==> src/hw/rtl/pid_pkg.sv <==
package pid_pkg;

    // Fixed formats: data and gains are signed Q16.16, time step is unsigned Q0.16
    localparam int DATA_W    = 32;
    localparam int FRAC_BITS = 16;
    localparam int DT_W      = 16;
    localparam int LIMIT_W   = DATA_W - 1;
    localparam int MODE_W    = 2;
    localparam int CFG_IDX_W = 3;
    localparam int ACC_W     = DATA_W + 2;
    localparam int PROD_W    = 2 * DATA_W;
    localparam int SAT_MAG_W = PROD_W - FRAC_BITS;
    localparam int REM_W     = DT_W + 1;
    localparam int QCNT_W    = $clog2(DATA_W);

    typedef logic signed [DATA_W-1:0] data_t;

    localparam data_t DATA_MAX = {1'b0, {(DATA_W-1){1'b1}}};
    localparam data_t DATA_MIN = {1'b1, {(DATA_W-1){1'b0}}};

    localparam logic signed [ACC_W-1:0] ACC_MAX = ACC_W'(DATA_MAX);
    localparam logic signed [ACC_W-1:0] ACC_MIN = ACC_W'(DATA_MIN);

    localparam logic [SAT_MAG_W-1:0] SAT_NEG_LIM = SAT_MAG_W'(1) << (DATA_W - 1);
    localparam logic [SAT_MAG_W-1:0] SAT_POS_LIM = SAT_NEG_LIM - SAT_MAG_W'(1);

    // Register indexes on the configuration port
    localparam logic [CFG_IDX_W-1:0] REG_GAIN_P     = 3'd0;
    localparam logic [CFG_IDX_W-1:0] REG_GAIN_I     = 3'd1;
    localparam logic [CFG_IDX_W-1:0] REG_GAIN_D     = 3'd2;
    localparam logic [CFG_IDX_W-1:0] REG_INT_LIMIT  = 3'd3;
    localparam logic [CFG_IDX_W-1:0] REG_DERIV_MODE = 3'd4;

    // Derivative modes
    localparam logic [MODE_W-1:0] MODE_ERR_DIFF = 2'd1;
    localparam logic [MODE_W-1:0] MODE_NEG_RATE = 2'd2;

    typedef struct packed {
        data_t            setpoint;
        data_t            measured;
        data_t            measured_rate;
        logic [DT_W-1:0]  time_step;
    } pid_in_t;

    typedef struct packed {
        data_t drive;
        logic  integral_clamped;
    } pid_out_t;

    // Shared multiplier request/response
    typedef struct packed {
        logic  valid;
        data_t op_a;
        data_t op_b;
    } pid_mul_req_t;

    typedef struct packed {
        logic  valid;
        data_t value;
    } pid_mul_rsp_t;

    // Serial divider request/response
    typedef struct packed {
        logic              start;
        logic              neg;
        logic [DATA_W:0]   mag;
        logic [DT_W-1:0]   dt;
    } pid_div_req_t;

    typedef struct packed {
        logic  busy;
        data_t value;
    } pid_div_rsp_t;

    // Apply a sign to a magnitude and saturate to the data range
    function automatic data_t signed_sat(input logic neg, input logic [SAT_MAG_W-1:0] m);
        data_t r;
        if (neg) begin
            r = (m > SAT_NEG_LIM) ? DATA_MIN : data_t'(-m[DATA_W-1:0]);
        end else begin
            r = (m > SAT_POS_LIM) ? DATA_MAX : data_t'(m[DATA_W-1:0]);
        end
        return r;
    endfunction

    // Saturate a widened signed sum back to the data range
    function automatic data_t sat_wide(input logic signed [ACC_W-1:0] v);
        data_t r;
        if (v > ACC_MAX) begin
            r = DATA_MAX;
        end else if (v < ACC_MIN) begin
            r = DATA_MIN;
        end else begin
            r = data_t'(v[DATA_W-1:0]);
        end
        return r;
    endfunction

endpackage

==> src/hw/rtl/pid_mul.sv <==
module pid_mul
    import pid_pkg::*;
(
    input  logic         aclk,
    input  logic         aresetn,
    input  pid_mul_req_t req,
    output pid_mul_rsp_t rsp
);

    logic [DATA_W-1:0] a_mag_reg, b_mag_reg;
    logic              neg0_reg, neg1_reg;
    logic              v0_reg, v1_reg, v2_reg;
    logic [PROD_W-1:0] prod_reg;
    data_t             value_reg;
    logic [DATA_W-1:0] a_mag_next, b_mag_next;

    // Sign/magnitude split of the operands
    always_comb begin
        a_mag_next = req.op_a[DATA_W-1] ? DATA_W'(-req.op_a) : DATA_W'(req.op_a);
        b_mag_next = req.op_b[DATA_W-1] ? DATA_W'(-req.op_b) : DATA_W'(req.op_b);
    end

    // Valid pipe
    always_ff @(posedge aclk) begin
        if (!aresetn) begin
            v0_reg <= 1'b0;
            v1_reg <= 1'b0;
            v2_reg <= 1'b0;
        end else begin
            v0_reg <= req.valid;
            v1_reg <= v0_reg;
            v2_reg <= v1_reg;
        end
    end

    // Magnitudes, product, then shift and saturate
    always_ff @(posedge aclk) begin
        a_mag_reg <= a_mag_next;
        b_mag_reg <= b_mag_next;
        neg0_reg  <= req.op_a[DATA_W-1] ^ req.op_b[DATA_W-1];
        prod_reg  <= PROD_W'(a_mag_reg) * PROD_W'(b_mag_reg);
        neg1_reg  <= neg0_reg;
        value_reg <= signed_sat(neg1_reg, prod_reg[PROD_W-1:FRAC_BITS]);
    end

    assign rsp.valid = v2_reg;
    assign rsp.value = value_reg;

endmodule

==> src/hw/rtl/pid_div.sv <==
module pid_div
    import pid_pkg::*;
(
    input  logic         aclk,
    input  logic         aresetn,
    input  pid_div_req_t req,
    output pid_div_rsp_t rsp
);

    typedef enum logic [2:0] {
        D_IDLE = 3'b001,
        D_RUN  = 3'b010,
        D_SAT  = 3'b100
    } div_state_t;

    div_state_t        state_reg;
    logic [QCNT_W-1:0] cnt_reg;
    logic [REM_W-1:0]  rem_reg;
    logic [DATA_W-1:0] sh_reg;
    logic [DATA_W-1:0] q_reg;
    logic [DT_W-1:0]   dt_reg;
    logic              neg_reg;
    data_t             value_reg;

    logic [REM_W:0]    trial;
    logic              ge;
    logic [REM_W:0]    diff;
    logic              ovf;

    // One quotient bit per cycle, restoring
    always_comb begin
        trial = {rem_reg, sh_reg[DATA_W-1]};
        ge    = trial >= (REM_W+1)'(dt_reg);
        diff  = trial - (REM_W+1)'(dt_reg);
        // quotient would not fit in DATA_W bits
        ovf   = req.mag >= (DATA_W+1)'({req.dt, {DT_W{1'b0}}});
    end

    always_ff @(posedge aclk) begin
        if (!aresetn) begin
            state_reg <= D_IDLE;
        end else begin
            unique case (state_reg)
                D_IDLE: begin
                    if (req.start && req.dt != '0 && !ovf) begin
                        state_reg <= D_RUN;
                    end
                end
                D_RUN: begin
                    if (cnt_reg == '0) begin
                        state_reg <= D_SAT;
                    end
                end
                D_SAT: begin
                    state_reg <= D_IDLE;
                end
                default: state_reg <= D_IDLE;
            endcase
        end
    end

    // Datapath
    always_ff @(posedge aclk) begin
        unique case (state_reg)
            D_IDLE: begin
                if (req.start) begin
                    if (req.dt == '0) begin
                        value_reg <= '0;
                    end else if (ovf) begin
                        value_reg <= req.neg ? DATA_MIN : DATA_MAX;
                    end
                end
                rem_reg <= req.mag[DATA_W:DT_W];
                sh_reg  <= {req.mag[DT_W-1:0], {(DATA_W-DT_W){1'b0}}};
                dt_reg  <= req.dt;
                neg_reg <= req.neg;
                cnt_reg <= QCNT_W'(DATA_W - 1);
                q_reg   <= '0;
            end
            D_RUN: begin
                rem_reg <= ge ? diff[REM_W-1:0] : trial[REM_W-1:0];
                q_reg   <= {q_reg[DATA_W-2:0], ge};
                sh_reg  <= {sh_reg[DATA_W-2:0], 1'b0};
                cnt_reg <= cnt_reg - QCNT_W'(1);
            end
            D_SAT: begin
                value_reg <= signed_sat(neg_reg, SAT_MAG_W'(q_reg));
            end
            default: ;
        endcase
    end

    assign rsp.busy  = state_reg != D_IDLE;
    assign rsp.value = value_reg;

endmodule

==> src/hw/rtl/pid_controller_step.sv <==
// PID step with integral clamp, signed Q16.16. One transaction in gives one
// transaction out. A sequencer runs every product through one shared
// 32x32 multiplier (four products per item). In error-difference mode the
// 32-step serial divider is started alongside the first product and sets the
// pace. A zero time step, or a quotient beyond the data range, skips the
// divider. The input is accepted only while the sequencer is idle. A finished
// result waits in the output register, and a stalled output holds the
// sequencer in its last step. Configuration registers are written through
// cfg_wr_en / cfg_index / cfg_wr_data and should only change while no
// transaction is in flight.
module pid_controller_step
    import pid_pkg::*;
(
    input  logic                 aclk,
    input  logic                 aresetn,
    input  logic                 cfg_wr_en,
    input  logic [CFG_IDX_W-1:0] cfg_index,
    input  logic [DATA_W-1:0]    cfg_wr_data,
    input  logic                 s_valid,
    output logic                 s_ready,
    input  pid_in_t              s_data,
    output logic                 m_valid,
    input  logic                 m_ready,
    output pid_out_t             m_data
);

    typedef enum logic [7:0] {
        ST_IDLE       = 8'b0000_0001,
        ST_ERR        = 8'b0000_0010,
        ST_INTEG      = 8'b0000_0100,
        ST_PROP       = 8'b0000_1000,
        ST_INT_TERM   = 8'b0001_0000,
        ST_DERIV      = 8'b0010_0000,
        ST_DERIV_TERM = 8'b0100_0000,
        ST_OUT        = 8'b1000_0000
    } seq_state_t;

    seq_state_t state_reg, state_next;

    // Configuration
    data_t              gain_p_reg, gain_i_reg, gain_d_reg;
    logic [LIMIT_W-1:0] limit_reg;
    logic [MODE_W-1:0]  mode_reg;

    // Controller state
    data_t integral_sum_reg, last_error_reg;

    // Item working registers
    data_t                   sp_reg, ms_reg, rate_reg, err_reg, d_reg;
    logic [DT_W-1:0]         dt_reg;
    logic signed [ACC_W-1:0] acc_reg;
    logic                    clamped_reg;
    logic                    issued_reg;

    logic     m_valid_reg;
    pid_out_t m_data_reg;

    pid_mul_req_t mul_req;
    pid_mul_rsp_t mul_rsp;
    pid_div_req_t div_req;
    pid_div_rsp_t div_rsp;

    logic                    s_fire, out_load;
    logic signed [DATA_W:0]  diff;
    logic signed [ACC_W-1:0] integ_sum;
    data_t                   integ_sat, limit_s, neg_limit, integ_new, neg_rate, d_sel;
    logic                    clamp_hi, clamp_lo;
    logic signed [ACC_W-1:0] acc_add;

    pid_mul u_mul (
        .aclk    (aclk),
        .aresetn (aresetn),
        .req     (mul_req),
        .rsp     (mul_rsp)
    );

    pid_div u_div (
        .aclk    (aclk),
        .aresetn (aresetn),
        .req     (div_req),
        .rsp     (div_rsp)
    );

    assign s_ready = state_reg == ST_IDLE;
    assign s_fire  = s_valid && s_ready;

    // Register writes
    always_ff @(posedge aclk) begin
        if (!aresetn) begin
            gain_p_reg <= '0;
            gain_i_reg <= '0;
            gain_d_reg <= '0;
            limit_reg  <= '0;
            mode_reg   <= '0;
        end else if (cfg_wr_en) begin
            unique case (cfg_index)
                REG_GAIN_P:     gain_p_reg <= data_t'(cfg_wr_data);
                REG_GAIN_I:     gain_i_reg <= data_t'(cfg_wr_data);
                REG_GAIN_D:     gain_d_reg <= data_t'(cfg_wr_data);
                REG_INT_LIMIT:  limit_reg  <= cfg_wr_data[LIMIT_W-1:0];
                REG_DERIV_MODE: mode_reg   <= cfg_wr_data[MODE_W-1:0];
                default: ;
            endcase
        end
    end

    // Integral update and clamp, error difference, derivative select, accumulator add
    always_comb begin
        diff      = (DATA_W+1)'(err_reg) - (DATA_W+1)'(last_error_reg);
        integ_sum = ACC_W'(integral_sum_reg) + ACC_W'(mul_rsp.value);
        integ_sat = sat_wide(integ_sum);
        limit_s   = data_t'({1'b0, limit_reg});
        neg_limit = -limit_s;
        clamp_hi  = (limit_reg != '0) && (integ_sat > limit_s);
        clamp_lo  = (limit_reg != '0) && (integ_sat < neg_limit);
        integ_new = clamp_hi ? limit_s : (clamp_lo ? neg_limit : integ_sat);
        neg_rate  = (rate_reg == DATA_MIN) ? DATA_MAX : -rate_reg;
        if (mode_reg == MODE_ERR_DIFF) begin
            d_sel = div_rsp.value;
        end else if (mode_reg == MODE_NEG_RATE) begin
            d_sel = neg_rate;
        end else begin
            d_sel = '0;
        end
        acc_add = acc_reg + ACC_W'(mul_rsp.value);
    end

    // Multiplier and divider requests
    always_comb begin
        mul_req.valid = 1'b0;
        mul_req.op_a  = err_reg;
        mul_req.op_b  = data_t'(dt_reg);
        case (state_reg)
            ST_INTEG: begin
                mul_req.valid = !issued_reg;
            end
            ST_PROP: begin
                mul_req.valid = !issued_reg;
                mul_req.op_b  = gain_p_reg;
            end
            ST_INT_TERM: begin
                mul_req.valid = !issued_reg;
                mul_req.op_a  = integral_sum_reg;
                mul_req.op_b  = gain_i_reg;
            end
            ST_DERIV_TERM: begin
                mul_req.valid = !issued_reg;
                mul_req.op_a  = d_reg;
                mul_req.op_b  = gain_d_reg;
            end
            default: ;
        endcase
        div_req.start = (state_reg == ST_INTEG) && !issued_reg && (mode_reg == MODE_ERR_DIFF);
        div_req.neg   = diff[DATA_W];
        div_req.mag   = diff[DATA_W] ? (DATA_W+1)'(-diff) : (DATA_W+1)'(diff);
        div_req.dt    = dt_reg;
    end

    assign out_load = (state_reg == ST_OUT) && (!m_valid_reg || m_ready);

    // Sequencer
    always_comb begin
        state_next = state_reg;
        unique case (state_reg)
            ST_IDLE:       if (s_fire) state_next = ST_ERR;
            ST_ERR:        state_next = ST_INTEG;
            ST_INTEG:      if (mul_rsp.valid) state_next = ST_PROP;
            ST_PROP:       if (mul_rsp.valid) state_next = ST_INT_TERM;
            ST_INT_TERM:   if (mul_rsp.valid) state_next = ST_DERIV;
            ST_DERIV:      if (!div_rsp.busy) state_next = ST_DERIV_TERM;
            ST_DERIV_TERM: if (mul_rsp.valid) state_next = ST_OUT;
            ST_OUT:        if (out_load) state_next = ST_IDLE;
            default:       state_next = ST_IDLE;
        endcase
    end

    // Control state
    always_ff @(posedge aclk) begin
        if (!aresetn) begin
            state_reg        <= ST_IDLE;
            issued_reg       <= 1'b0;
            integral_sum_reg <= '0;
            last_error_reg   <= '0;
            m_valid_reg      <= 1'b0;
        end else begin
            state_reg <= state_next;
            if (mul_rsp.valid) begin
                issued_reg <= 1'b0;
            end else if (mul_req.valid) begin
                issued_reg <= 1'b1;
            end
            if (state_reg == ST_INTEG && !issued_reg) begin
                last_error_reg <= err_reg;
            end
            if (state_reg == ST_INTEG && mul_rsp.valid) begin
                integral_sum_reg <= integ_new;
            end
            if (out_load) begin
                m_valid_reg <= 1'b1;
            end else if (m_ready) begin
                m_valid_reg <= 1'b0;
            end
        end
    end

    // Item datapath
    always_ff @(posedge aclk) begin
        if (s_fire) begin
            sp_reg   <= s_data.setpoint;
            ms_reg   <= s_data.measured;
            rate_reg <= s_data.measured_rate;
            dt_reg   <= s_data.time_step;
        end
        if (state_reg == ST_ERR) begin
            err_reg <= sat_wide(ACC_W'(sp_reg) - ACC_W'(ms_reg));
        end
        if (state_reg == ST_INTEG && mul_rsp.valid) begin
            clamped_reg <= clamp_hi || clamp_lo;
        end
        if (state_reg == ST_PROP && mul_rsp.valid) begin
            acc_reg <= ACC_W'(mul_rsp.value);
        end
        if ((state_reg == ST_INT_TERM || state_reg == ST_DERIV_TERM) && mul_rsp.valid) begin
            acc_reg <= acc_add;
        end
        if (state_reg == ST_DERIV) begin
            d_reg <= d_sel;
        end
        if (out_load) begin
            m_data_reg.drive            <= sat_wide(acc_reg);
            m_data_reg.integral_clamped <= clamped_reg;
        end
    end

    assign m_valid = m_valid_reg;
    assign m_data  = m_data_reg;

endmodule

==> config.mk <==
export PLATFORM = sky130hd
export DESIGN_NAME = pid_controller_step
export DESIGN_NICKNAME = d
export VERILOG_FILES = /design/src/hw/rtl/pid_pkg.sv /design/src/hw/rtl/pid_mul.sv /design/src/hw/rtl/pid_div.sv /design/src/hw/rtl/pid_controller_step.sv
export SDC_FILE = /design/constraint.sdc
export NUM_CORES = 2
export LEC_CHECK = 0
export BUFFER_PORTS_ARGS = -buffer_cell sky130_fd_sc_hd__buf_2
export CORE_MARGIN = 3
export CORE_UTILIZATION = 40
export CTS_CLUSTER_DIAMETER = 60
export DETAILED_ROUTE_END_ITERATION = 6
export GPL_ROUTABILITY_DRIVEN = 0
export SYNTH_ARGS = -nofsm -noshare
export SYNTH_HDL_FRONTEND = slang
export SYNTH_SLANG_ARGS = --single-unit
==> constraint.sdc <==
create_clock -name aclk -period 11 [get_ports aclk]
set_input_delay 1.65 -clock aclk [delete_from_list [all_inputs] [get_ports aclk]]
set_output_delay 1.65 -clock aclk [all_outputs]
set_load 0.01 [all_outputs]
# [Word-level counts from Yosys, hierarchy flattened]
# Index checks and enable logic that the tools add are counted.
# W data, S select, Z words.
[classes] addsub=13 multipliers=1 n_lt_le_gt_ge=14 eq_ne=30 mux=46 n_bitwise=2 n_reduce_logical=36
[ops] cell="$mux W32" n=19
[ops] cell="$pmux W32 S2" n=4
[ops] cell="$neg A32 Y32" n=5
[ops] cell="$pmux W32 S3" n=1
[ops] cell="$mux W34" n=2
[ops] cell="$gt A33 B32 Y1 const B" n=2
[ops] cell="$lt A33 B32 Y1 const B" n=2
[ops] cell="$sub A32 B32 Y33" n=2
[ops] cell="$mul A32 B32 Y64" n=1
[ops] cell="$pmux W8 S8" n=1
[ops] cell="$mux W31" n=2
[ops] cell="$mux W8" n=7
[ops] cell="$gt A48 B31 Y1 const B" n=1
[ops] cell="$gt A48 B32 Y1 const B" n=1
[ops] cell="$add A34 B32 Y34" n=1
[ops] cell="$gt A34 B32 Y1 const B" n=1
[ops] cell="$lt A34 B32 Y1 const B" n=1
[ops] cell="$pmux W17 S2" n=1
[ops] cell="$add A32 B32 Y33" n=1
[ops] cell="$ge A33 B32 Y1" n=1
[ops] cell="$mux W33" n=1
[ops] cell="$neg A33 Y33" n=1
[ops] cell="$eq A32 B32 Y1 const B" n=1
[ops] cell="$gt A32 B31 Y1 const B" n=1
[ops] cell="other kinds (44)" n=82
[word_totals] regBits=750 output_inout_bits=35 elab_cells=181

# [Logic depth before layout (Yosys ltp)]
[logic_depth] word_depth=8 depth_mapped=31 mapped_depth_nobuf=30

# [By module]
# Synthesis repeated with hierarchy kept, for this count alone.
[hier_totals] cells_unflattened=8103 hier_area_um2=73168.9
[modules_own_cells] module="pid_mul" instances=1 cells_each=4136 area_per_inst_um2=38006.5 seq_area_each_um2=2982.9
[modules_own_cells] module="pid_controller_step" instances=1 cells_each=3270 area_per_inst_um2=28158.3 seq_area_each_um2=11390.9
[modules_own_cells] module="pid_div" instances=1 cells_each=697 area_per_inst_um2=7004.2 seq_area_each_um2=3633.5

# [Worst setup path after synthesis]
# OpenSTA, ideal clock, no wires.
[synth_timing] path_type="reg-to-reg" startpoint="register u_mul.b_mag_reg[4]" endpoint="register u_mul.prod_reg[63]" setup_ns=0.072 arrival_ns=7.828 t_required_ns=10.928 path_slack_ns=3.100 path_stages_with_launch=32 n_path_buf=1 cell_sequence="dfxtp_1 -> clkbuf_1 -> nand2_1 -> fa_1 -> inv_1 -> fa_1 -> inv_1 -> fa_1 -> fa_1 -> inv_1 -> fa_1 -> inv_1 -> fa_1 -> inv_1 -> fa_1 -> inv_1 -> fa_1 -> inv_1 -> ha_1 -> a21o_1 -> a21oi_1 -> o21ai_0 -> a31oi_1 -> nand4_1 -> a311oi_1 -> o31ai_1 -> o41a_1 -> and4_1 -> nor3_1 -> o21bai_1 -> a21oi_1 -> xnor2_1"
[synth_via] elab_chain_len=1
[synth_rtl] element="from (decl)" line="pid_mul.sv:10" rtl="logic [DATA_W-1:0] a_mag_reg, b_mag_reg;"
[synth_rtl] element="from (signal assigned)" line="pid_mul.sv:39" rtl="b_mag_reg <= b_mag_next;"
[synth_rtl] element="$mul A32 B32 Y64" line="pid_mul.sv:41" rtl="prod_reg <= PROD_W'(a_mag_reg) * PROD_W'(b_mag_reg);"
[synth_rtl] element="to (signal assigned)" line="pid_mul.sv:41"
[synth_rtl] element="to (decl)" line="pid_mul.sv:13" rtl="logic [PROD_W-1:0] prod_reg;"
# No other way between the ends.
# A chain may end at the register's enable or synchronous reset.

# [Worst setup path after layout]
[layout_timing] startpoint="register u_mul.a_mag_reg[7]" endpoint="register u_mul.prod_reg[63]"
[layout_via] elab_chain_len=1
[layout_rtl] element="from (decl)" line="pid_mul.sv:10"
[layout_rtl] element="from (signal assigned)" line="pid_mul.sv:38" rtl="a_mag_reg <= a_mag_next;"
[layout_rtl] element="$mul A32 B32 Y64" line="pid_mul.sv:41"
# No other way between the ends.

==> results.json <==
{
  "dp_cells": 10402,
  "slowest_stage": "dfxtp_1",
  "hold_viol_final": 0,
  "num-nets-final": 9682,
  "avgSynthCellArea_um2": 8.90,
  "p_leak_nw": 35.2,
  "tritoncts": "built",
  "dp_hpwl_um": 174000,
  "port_buffers": 186,
  "violations": "DRC",
  "ios": 187,
  "num_rows": 155,
  "powerDensity_nw_per_um2": 336,
  "worstPathMaxFanout": 17,
  "crit_path_end_kind": "flop",
  "status": "finished with violations",
  "total_power_mw": 26.7,
  "grt_first_pass_wirelength_um": 350000,
  "fin_skew_ns": 0.0720,
  "ctsHoldBuffers": 0,
  "largest_reg_flops": 48,
  "dieWidth_um": 432,
  "fin_tns_setup_ns": 0,
  "netlist.top_cell.by_area": "fa_1",
  "slowest_delay_ns": 1.05,
  "post_cts_resized": 0,
  "grtUsageTotal": 0.243,
  "cts_setup_buffers": 0,
  "holdWs_ns": 0.333,
  "start_kind": "flop",
  "die_h_um": 432,
  "multi_input_area_um2": 48800,
  "antenna_left": 0,
  "rsz0062_at_grt": "false",
  "setup_violations": 0,
  "max_freq_mhz": 106,
  "syn_to_final_growth_pct": 9.21,
  "grt_overflow": 0,
  "path_common_cell": "fa_1",
  "crit_required_ns": 11.64,
  "hp-class": "flop to flop",
  "cp_top_family": "adder cells",
  "cts_max_level": 3,
  "synthesis.nets": 9693,
  "synthDistinctLibCells": 85,
  "drc": 4,
  "maxSlewHeadroom": 0.0259,
  "placed_area_um2": 75900,
  "finalCritPeriodShare": 0.857,
  "crit_arrival_ns": 10.07,
  "die_area_um2": 187000,
  "crit_buf_inv": 6,
  "netlist_instances": 8156,
  "drv_slew": 0,
  "max_slew.worst_pin.slew_ns": 1.46,
  "totalWireLength_um": 225000,
  "grt_pass1_vias": 58388,
  "yosysTopAreaCellShare": 0.248,
  "grt_antenna_before_repair": 12,
  "irDropWorstVdd_mv": 1.09,
  "path_clk_slew_ns": 0.06,
  "ys_seq_area_frac": 0.248,
  "grt_start_max_net_pins": 93,
  "final-instance-count-excl-fill": 10586,
  "clock_path_buffers": 3,
  "ys_ff_latch": 718,
  "firstDrtPassIters": 7,
  "fillers": 17309,
  "root_buffer": "clkbuf_16",
  "cts_buffers": 96,
  "vias": 57818,
  "fin_crit_ns": 9.42,
  "max-cap-violations": 0,
  "stdcell_area_um2": 79300,
  "async_reset_ff_frac": 0,
  "synth_edf_count": 363,
  "crit_type": "flop to flop",
  "ys_warn_count": 0,
  "drive_gt1_frac": 0.0663,
  "yosys-top-cells-area": "fa_1, edfxtp_1, dfxtp_1",
  "coreArea_um2": 179000,
  "drt_first_iter_violations": 4943,
  "netlist_area_um2": 72600,
  "regArea_um2": 18000,
  "synthFlopType": "edfxtp_1",
  "vias_per_cell": 5.46,
  "routedWlPerCell_um": 21.3,
  "initial_core_util": 0.405,
  "clock_sinks": 718,
  "clock_latency_ns": 0.77
}
-- metrics by stage --
stage,utilization,worst slack [ns]
final,0.442,1.58
after global routing,0.442,1.07
after CTS,0.442,1.58
after detailed placement,0.423,1.64
after global placement,0.423,1.78
after floorplan,-,3.10
-- placed cells by master, fill, tap and decap left out, types with 16 or more instances in the layout --
cell type,count
a31oi_1,51
or3_1,63
a21oi_1,460
dfxtp_1,353
a22oi_1,27
nor2b_1,50
o31ai_1,48
inv_1,1154
a211oi_1,48
and2_1,472
a221oi_1,16
o21bai_1,20
o21ai_0,383
nand4_1,43
nor2_1,373
o21a_1,59
o311ai_0,34
nand3_1,80
a21o_1,95
a21boi_0,16
and3_1,33
edfxtp_1,363
xnor2_1,199
o22ai_1,24
buf_4,121
or2_2,24
nor3_1,119
clkbuf_16,97
nor3b_1,27
nor4_1,42
ha_1,485
nand2_1,1252
xor2_1,102
buf_2,186
fa_1,900
o211ai_1,23
nand2b_1,77
-- worst register-to-register path, delay by kind of cell (launching register included) --
| kind | cells | cell delay [ns] |
|---|---|---|
| AO/OA/AOI/OAI | 7 | 1.57 |
| XOR/XNOR | 1 | 0.13 |
| adder cells (fa/ha/maj) | 9 | 4.44 |
| buffers and inverters | 6 | 0.87 |
| flip-flops | 1 | 1.05 |
| AND/OR/NAND/NOR | 6 | 1.22 |
-- cells in the mapped netlist, types with 24 or more instances --
cell type,instances
a211oi_1,48
a21o_1,95
a21oi_1,460
a22oi_1,27
a31oi_1,52
and2_1,473
and3_1,33
clkbuf_1,400
dfxtp_1,355
edfxtp_1,363
fa_1,900
ha_1,485
inv_1,1156
nand2_1,1252
nand2b_1,77
nand3_1,80
nand4_1,43
nor2_1,379
nor2b_1,52
nor3_1,122
nor3b_1,29
nor4_1,42
o21a_1,59
o21ai_0,383
o22ai_1,24
o311ai_0,34
o31ai_1,48
or2_2,24
or3_1,63
xnor2_1,199
xor2_1,102
-- metal layers --
layer	share of wire	track usage	up-vias	routed length (um)
li1	-	-	26581	-
met4	0.049	0.110	8	11100
met2	0.47	0.399	2069	107000
met3	0.070	0.0388	415	15800
met5	0.00025	0	-	56
met1	0.41	0.315	28745	91700
-- power by group --
part / switching [mW] / internal (mW) / total, mW / leakage, nW
Clock: 1.36 / 1.87 / 3.23 / 1.60
Combinational: 11.8 / 7.89 / 19.7 / 27.2
Sequential: 0.364 / 3.36 / 3.72 / 6.39
Total: 13.5 / 13.1 / 26.7 / 35.2
-- logic make-up after synthesis --
kind of cell	share of synthesized area
DFF	0.248
buffers and inverters	0.0815
adders and majority gates	0.333
AOI/OAI and AO/OA	0.122
xor gates and xnor gates	0.0363
muxes	0.00274
and+or+nand+nor	0.176
-- layout make-up --
cell class                      count  area share
Inverter                         1157      0.0548
Tap cell                         2355      0.0372
Timing Repair Buffer              308      0.0235
Antenna cell                        5    0.000158
Clock inverter                     65     0.00980
Sequential cell                   718       0.227
Multi-Input combinational cell   5864       0.615
Clock buffer                      114      0.0323
-- path summary, 6_finish.rpt --
kind / cells after the start / startpoint / to / slack [ns]
setup / recovery: 29 / u_mul.a_mag_reg[7] / u_mul.prod_reg[63] / 1.58
hold / removal: 0 / u_mul.neg0_reg / u_mul.neg1_reg / 0.33
setup reg to reg: 29 / u_mul.a_mag_reg[7] / u_mul.prod_reg[63] / 1.58
hold reg to reg: 0 / u_mul.neg0_reg / u_mul.neg1_reg / 0.33
Note: power is estimated with default switching activity, not from simulation.
